==> src/hdl/sms_pkg.sv <==
// Shared types, constants and key helpers of the stable merge sorter.
// Depends on nothing; every other file of the block depends on it.
package sms_pkg;

	localparam int MAX_ITEMS = 64;
	localparam int KEY_WIDTH = 32;
	localparam int VAL_W     = 32;
	localparam int IDX_W     = (MAX_ITEMS > 1) ? $clog2(MAX_ITEMS) : 1;
	localparam int CNT_W     = $clog2(MAX_ITEMS + 1);
	localparam int SUM_W     = CNT_W + 2;

	typedef logic signed [KEY_WIDTH-1:0] key_t;
	typedef logic [IDX_W-1:0]            idx_t;
	typedef logic [CNT_W-1:0]            cnt_t;
	typedef logic [SUM_W-1:0]            sum_t;

	// Commands from the controller to the datapath
	typedef struct packed {
		idx_t rd_addr0;
		idx_t rd_addr1;
		logic rd_bank;
		logic wr_en;
		logic wr_bank;
		idx_t wr_addr;
		logic wr_load;
		logic take_j;
		logic out_load;
		logic out_last;
		logic out_ovf;
	} dp_cmd_t;

	typedef struct packed {
		logic less;
	} dp_stat_t;

	// Truncate the sign-extended input to the key width
	function automatic key_t to_key(logic [VAL_W-1:0] v);
		logic signed [63:0] w;
		w = 64'(signed'(v));
		return w[KEY_WIDTH-1:0];
	endfunction

	// Low bits of the sign-extended key
	function automatic logic [VAL_W-1:0] key_out(key_t k);
		logic signed [63:0] w;
		w = 64'(k);
		return w[VAL_W-1:0];
	endfunction

endpackage

==> src/hdl/sms_ctrl.sv <==
// Controller of the stable merge sorter: load, bottom-up merge passes and
// result burst sequencing. Depends on sms_pkg; drives sms_dp by commands.
module sms_ctrl (
	input  logic                      clk,
	input  logic                      arst_n,
	input  logic                      in_valid,
	input  logic                      in_last,
	output logic                      in_ready,
	output logic                      out_valid,
	input  logic                      out_ready,
	output sms_pkg::dp_cmd_t          cmd,
	input  sms_pkg::dp_stat_t         stat
);
	import sms_pkg::*;

	typedef enum logic [2:0] {
		S_LOAD,
		S_SETUP,
		S_FETCH,
		S_MERGE,
		S_EMIT_RD,
		S_EMIT_LD,
		S_EMIT_WAIT
	} state_t;

	state_t state_q;
	cnt_t   count_q;
	logic   ovf_q;
	logic   src_q;
	sum_t   width_q;
	cnt_t   lo_q, mid_q, hi_q, i_q, j_q, k_q;
	logic   out_valid_q;

	logic   room;
	logic   take_j;
	sum_t   n_ext;
	sum_t   lo_w, lo_2w, width_2;
	cnt_t   k_inc;
	logic   k_at_end;

	assign room     = count_q < CNT_W'(MAX_ITEMS);
	assign n_ext    = SUM_W'(count_q);
	assign width_2  = width_q << 1;
	assign lo_w     = SUM_W'(lo_q) + width_q;
	assign lo_2w    = SUM_W'(lo_q) + width_2;
	assign k_inc    = k_q + CNT_W'(1);
	assign k_at_end = k_inc == count_q;
	assign take_j   = (j_q < hi_q) && ((i_q >= mid_q) || stat.less);

	assign in_ready  = state_q == S_LOAD;
	assign out_valid = out_valid_q;

	always_comb begin
		cmd          = '0;
		cmd.rd_bank  = src_q;
		cmd.rd_addr0 = (state_q == S_MERGE || state_q == S_FETCH) ?
			i_q[IDX_W-1:0] : k_q[IDX_W-1:0];
		cmd.rd_addr1 = j_q[IDX_W-1:0];
		cmd.out_last = k_at_end;
		cmd.out_ovf  = ovf_q;
		unique case (state_q)
			S_LOAD: begin
				cmd.wr_en   = in_valid && room;
				cmd.wr_bank = 1'b0;
				cmd.wr_addr = count_q[IDX_W-1:0];
				cmd.wr_load = 1'b1;
			end
			S_MERGE: begin
				cmd.wr_en   = 1'b1;
				cmd.wr_bank = !src_q;
				cmd.wr_addr = k_q[IDX_W-1:0];
				cmd.take_j  = take_j;
			end
			S_EMIT_LD: begin
				cmd.out_load = 1'b1;
			end
			default: begin
			end
		endcase
	end

	always_ff @(posedge clk or negedge arst_n) begin
		if (!arst_n) begin
			state_q     <= S_LOAD;
			count_q     <= '0;
			ovf_q       <= 1'b0;
			src_q       <= 1'b0;
			width_q     <= '0;
			lo_q        <= '0;
			mid_q       <= '0;
			hi_q        <= '0;
			i_q         <= '0;
			j_q         <= '0;
			k_q         <= '0;
			out_valid_q <= 1'b0;
		end else begin
			unique case (state_q)
				S_LOAD: begin
					if (in_valid) begin
						if (room) begin
							count_q <= count_q + CNT_W'(1);
						end else begin
							ovf_q <= 1'b1;
						end
						if (in_last) begin
							width_q <= SUM_W'(1);
							lo_q    <= '0;
							k_q     <= '0;
							// a lone key needs no merging
							if (count_q == '0) begin
								state_q <= S_EMIT_RD;
							end else begin
								state_q <= S_SETUP;
							end
						end
					end
				end
				S_SETUP: begin
					mid_q   <= (lo_w < n_ext) ? lo_w[CNT_W-1:0] : count_q;
					hi_q    <= (lo_2w < n_ext) ? lo_2w[CNT_W-1:0] : count_q;
					j_q     <= (lo_w < n_ext) ? lo_w[CNT_W-1:0] : count_q;
					i_q     <= lo_q;
					k_q     <= lo_q;
					state_q <= S_FETCH;
				end
				S_FETCH: begin
					state_q <= S_MERGE;
				end
				S_MERGE: begin
					k_q <= k_inc;
					if (take_j) begin
						j_q <= j_q + CNT_W'(1);
					end else begin
						i_q <= i_q + CNT_W'(1);
					end
					if (k_inc == hi_q) begin
						if (lo_2w >= n_ext) begin
							// pass complete: swap banks
							src_q <= !src_q;
							if (width_2 >= n_ext) begin
								k_q     <= '0;
								state_q <= S_EMIT_RD;
							end else begin
								width_q <= width_2;
								lo_q    <= '0;
								state_q <= S_SETUP;
							end
						end else begin
							lo_q    <= lo_2w[CNT_W-1:0];
							state_q <= S_SETUP;
						end
					end else begin
						state_q <= S_FETCH;
					end
				end
				S_EMIT_RD: begin
					state_q <= S_EMIT_LD;
				end
				S_EMIT_LD: begin
					out_valid_q <= 1'b1;
					state_q     <= S_EMIT_WAIT;
				end
				S_EMIT_WAIT: begin
					if (out_ready) begin
						out_valid_q <= 1'b0;
						if (k_at_end) begin
							count_q <= '0;
							ovf_q   <= 1'b0;
							src_q   <= 1'b0;
							state_q <= S_LOAD;
						end else begin
							k_q     <= k_inc;
							state_q <= S_EMIT_RD;
						end
					end
				end
				default: begin
					state_q <= S_LOAD;
				end
			endcase
		end
	end

endmodule

==> config.mk <==
export PLATFORM = sky130hd
export DESIGN_NAME = sms_ctrl
export DESIGN_NICKNAME = d
export VERILOG_FILES = /design/src/hdl/sms_pkg.sv /design/src/hdl/sms_ctrl.sv
export SDC_FILE = /design/constraint.sdc
export NUM_CORES = 1
export LEC_CHECK = 0
export BUFFER_PORTS_ARGS = -buffer_cell sky130_fd_sc_hd__buf_2
export CAP_MARGIN = 15
export CORE_ASPECT_RATIO = 1.25
export CORE_MARGIN = 10
export CORE_UTILIZATION = 67
export CTS_CLUSTER_DIAMETER = 80
export DETAILED_ROUTE_END_ITERATION = 8
export GPL_TIMING_DRIVEN = 0
export PLACE_DENSITY = 0.87
export SLEW_MARGIN = 20
export SYNTH_ARGS = -nofsm -noshare
export SYNTH_HDL_FRONTEND = slang
export SYNTH_SLANG_ARGS = --single-unit
==> constraint.sdc <==
create_clock -name clk -period 5.88 [get_ports clk]
set_clock_uncertainty 0.1 [all_clocks]
set_input_delay 0.882 -clock clk [delete_from_list [all_inputs] [get_ports clk]]
set_output_delay 0.882 -clock clk [all_outputs]
set_load 0.1 [all_outputs]
# Yosys cells after proc, flatten, opt, wreduce, memory -nomap -nowiden
# Cells that the tools add are included.
[totals]
regBits = 64
latch_bits = 0
ram_bits = 0
rom_bits = 0
in_bits = 6
out_inout_bits = 28
elab_cells = 122
n_memories = 0
[classes]
add_sub_neg = 6
n_mul = 0
div = 0
order_cmp = 7
n_eq_ne = 21
n_shift = 0
muxes = 53
n_bitwise = 0
n_reduce_logical = 23
[ops]
columns = ["cell", "n"]
rows = [
  ["two-way mux 7 bit", 18],
  ["case mux 7 bit (2 select lines)", 4],
  ["two-way mux 9 bit", 5],
  ["adder 7 x 1 -> 7 bit, second input constant", 4],
  ["case mux 7 bit (4 select lines)", 1],
  ["AND reduction 5 bit", 5],
  ["two-way mux 3 bit", 8],
  ["case mux 3 bit (7 select lines)", 1],
  ["adder 7 x 9 -> 9 bit", 2],
  ["greater-or-equal comparator 9 x 7 -> 1 bit", 2],
  ["< comparator 9 x 7 -> 1 bit", 2],
  ["!= test 2 bit, second input constant", 9],
  ["case mux 9 bit (2 select lines)", 1],
  ["case mux 8 bit (2 select lines)", 1],
  ["== test 7 bit", 2],
  ["two-way mux 1 bit", 10],
  ["nonzero test 2 bit", 5],
  ["== test 3 bit, second input constant", 3],
  ["greater-or-equal comparator 7 bit", 1],
  ["zero test 7 bit", 1],
  ["< comparator 7 bit", 1],
  ["< comparator 7 bit, second input constant", 1],
  ["== test 3 x 2 -> 1 bit, second input constant", 2],
  ["two-way mux 6 bit", 1],
  ["12 further kinds", 20],
]

# Logic depth before layout (Yosys ltp)
[depth]
word_depth = 5
depth_mapped = 15
ltp_nobuf = 14

# Worst setup path before layout
# Ideal clock, no wire load.
[synth_path]
path_type = "flip-flop to output port"
start = "register state_q[0]"
end = "output port cmd[8] in the netlist's numbering"
t_arrival_ns = 3.147
required_ns = 4.898
slack_ns = 1.751
path_stages_with_launch = 6
n_path_buf = 1
cell_sequence = "dfrtp_1 -> buf_2 -> inv_1 -> nor2_1 -> nand2_1 -> o21ai_0"
[synth_lines]
columns = ["item", "line", "text"]
rows = [
  ["start, declared", "sms_ctrl.sv:26", "state_t state_q;"],
  ["start signal, assigned", "sms_ctrl.sv:84", "state_q <= S_LOAD;"],
  ["start signal, assigned", "sms_ctrl.sv:111", "state_q <= S_EMIT_RD;"],
  ["start signal, assigned", "sms_ctrl.sv:113", "state_q <= S_SETUP;"],
  ["end, declared", "sms_ctrl.sv:11", "output sms_pkg::dp_cmd_t cmd,"],
]

==> impl_results.md <==
* GP Congestion at 0.946
* Share of cells above drive strength 1 at 0.142
* Core Region at 0.00744 mm2
* YS warnings at 0
* Main synth FF type: dfrtp_1
* Inserted Diodes at 0
* Failing checks: DRC
* Antenna violations before repair at 0
* Reg2reg setup slack at 2.07 ns
* Final setup viols at 0
* Design Power at 2.85 mW
* Met3 wire length at 1130 um
* Vias in the first global route at 4,896
* Register area share after synthesis at 0.305
* Leak at 2.67 nW
* Mapped Area at 0.00516 mm2
* Largest net degree at the start of global routing at 39
* Top layer in use: met4
* H-tree levels at 3
* Area leader, netlist: dfrtp_1
* Period utilization at 0.655
* # port buffers at 33
* IO Count at 34
* Async S/R FF share, synth at 1.00
* Worst VDD drop at 0.000527 V
* Crit path kind: reg -> out
* Worst-Margin Slew at 0.758 ns
* M1 WL at 5960 um
* Total global-route track usage at 0.261
* FF+latch count, synth at 63
* Hold-fix buffers at CTS at 0
* Max Freq at 0.260 GHz
* Total die area at 0.0116 mm2
* Post-layout util at 0.762
* DRC viols at 3
* Root buf cell: clkbuf_8
* WL final at 15,400 um
* Via count at 4,892
* Vias/cell at 6.68
* Critical Path Source Type: flop
* First DRT Iteration DRCs at 406
* Post-route ant nets at 0
* WL per Instance at 21.0 um
* CTS max path bufs at 2
* Clock latency on the worst-skew pair at 0.35 ns
* Post-synth top area share at 0.305
* Power density cells at 501 mW/mm2
* Fill count at 552
* Die Width at 98.5 um
* Syn Area/Cell at 8.75 um2
* RSZ-0062 raised after global routing: no
* Slew HR at 0.493
* Final global-route overflow total at 0
* Status: complete, but fails checks
* Min Tclk post-route at 3.85 ns
* Hold/Removal Path Class: in -> async
* Crit path required time at 4.90 ns
* Post-CTS Resized at 0
* Gate Count Post-Synth at 590
* Final #Nets at 690
* Area of the multi-input gates at 0.00324 mm2
* Placed Cells at 716
* Die H at 118 um
* Crit path max fanout at 10
* Syn-to-layout area delta at 9.91%
* Num Clock Sinks at 63
* Global-route wire length before repair at 25,000 um
* Finished Layout Cells at 732
* Final Hold Fails at 0
* Slew Viols, Final at 0
* DP Wirelength at 11,600 um
* Crit path arrival time at 2.87 ns
* Netlist cell types at 76
* Clock transition at path regs at 0.08 ns
* Setup Fix Bufs, Post-CTS at 0
* Net Count, Synth at 645
* Top cells by area, synth: dfrtp_1 (31%), ha_1 (12%), nand2_1 (4.7%), xnor2_1 (3.6%), mux2i_1 (3.5%)
* EDFF count, synth at 0
* Total Neg Setup Slack at 0 ns
* Storage cell area at 0.00158 mm2
* Pre-antenna DRT Iters at 9
* Maxcap violations at 0
* TritonCTS clock tree: built
* Cell Rows at 35
* Initial core utilization at 0.693
* Crit. End Element: output pin
* CTS Buf Count at 9
* Met2 routed WL at 7520 um
==> registers in the layout, summed over array words and instances, names as in the netlist <==
register   flops
hi_q           7
out_valid      1
width_q        9
src_q          1
count_q        7
lo_q           6
j_q            7
k_q            7
state_q        3
ovf_q          1
mid_q          7
i_q            7
==> where the power goes <==
group | switching [mW] | total, mW | internal (mW) | leakage [nW]
sequential | 0.136 | 0.670 | 0.534 | 0.787
clock | 0.177 | 0.407 | 0.229 | 0.109
combinational | 1.29 | 1.77 | 0.476 | 1.77
total | 1.61 | 2.85 | 1.24 | 2.67
==> final timing paths <==
check / endpoint / startpoint / depth (start not counted)
max in group asynchronous: j_q[1] / arst_n / 2
worst max-delay path: cmd[3] / state_q[0] / 6
worst min-delay path: lo_q[6] / arst_n / 1
worst max register to register: j_q[0] / width_q[2] / 12
min in group clk: out_valid / out_valid / 1
worst min register to register: out_valid / out_valid / 1
==> critical path, cell delays in order, from the launching register on <==
cell	delay, ns
dfrtp_1	0.32
buf_2	0.20
inv_1	0.12
nor2_1	0.52
nand2_1	0.45
nor3_2	0.42
buf_2	0.50
==> logic make-up after synthesis <==
| logic type | share of synthesized area |
|---|---|
| mux | 0.0458 |
| flops | 0.305 |
| buf+inv | 0.0666 |
| xor+xnor | 0.0562 |
| compound gates | 0.226 |
| fa+ha+maj | 0.120 |
| simple gates | 0.179 |
==> cell type report <==
type	instances	area share
inverters	36	0.0238
repair buffers	34	0.0331
multi-input cells	453	0.571
clock buffers	13	0.0298
clock inverters	3	0.00706
well taps	92	0.0203
flip-flops and latches	63	0.278
plain buffers	38	0.0368
==> cells in the mapped netlist (2+ instances only) <==
cell       count
xor2_1         7
a211oi_1       4
xnor3_1        2
a21boi_0       2
ha_1          48
a21oi_1       27
buf_4         14
or4_1          3
o211ai_1      10
buf_2          5
o311ai_0       3
a31oi_1        6
nor2_1        33
nor4_1         6
a21oi_2        2
a311oi_1       3
nand3_1       20
inv_1         36
o21a_1         4
nor3_1        12
o22ai_1        4
a21o_1         8
and3_1         8
nand2_1       65
nor2b_1        3
dfrtp_1       63
o21ai_1        6
mux2_2         5
xnor2_1       21
o311ai_1       2
or3_1          8
o221ai_1       3
o31ai_1        3
a22oi_1        2
a22o_1        16
clkbuf_1      17
o21ai_0       30
nand2b_1       8
a221oi_1       3
nand4_1        9
mux2i_1       18
o2bb2ai_1      2
and2_1         4
o2111ai_1      3
==> layout by cell type, fill, tap and decap left out, types with 15 or more instances in the layout <==
master	instances
clkbuf_1	18
inv_1	36
nand2_1	65
buf_4	15
xnor2_1	21
nand3_1	20
ha_1	48
buf_2	37
a21oi_1	27
dfrtp_1	63
o21ai_0	30
a22o_1	16
nor2_1	33
mux2i_1	18
==> layer usage <==
layer / vias up / track usage
li1: 2232 / -
met3: 68 / 0.0507
met4: 0 / 0.147
met2: 264 / 0.439
met1: 2328 / 0.302
met5: - / 0
==> metrics by stage <==
stage	area [um2]	hold WS [ns]	setup WS (ns)
after floorplan	5160	0.350	1.75
after global placement	5440	0.361	2.28
after detailed placement	5470	0.375	2.17
after CTS	5670	0.344	2.14
after global routing	5670	0.350	1.88
final	5670	0.339	2.03
(Power assumes the default switching activity.)
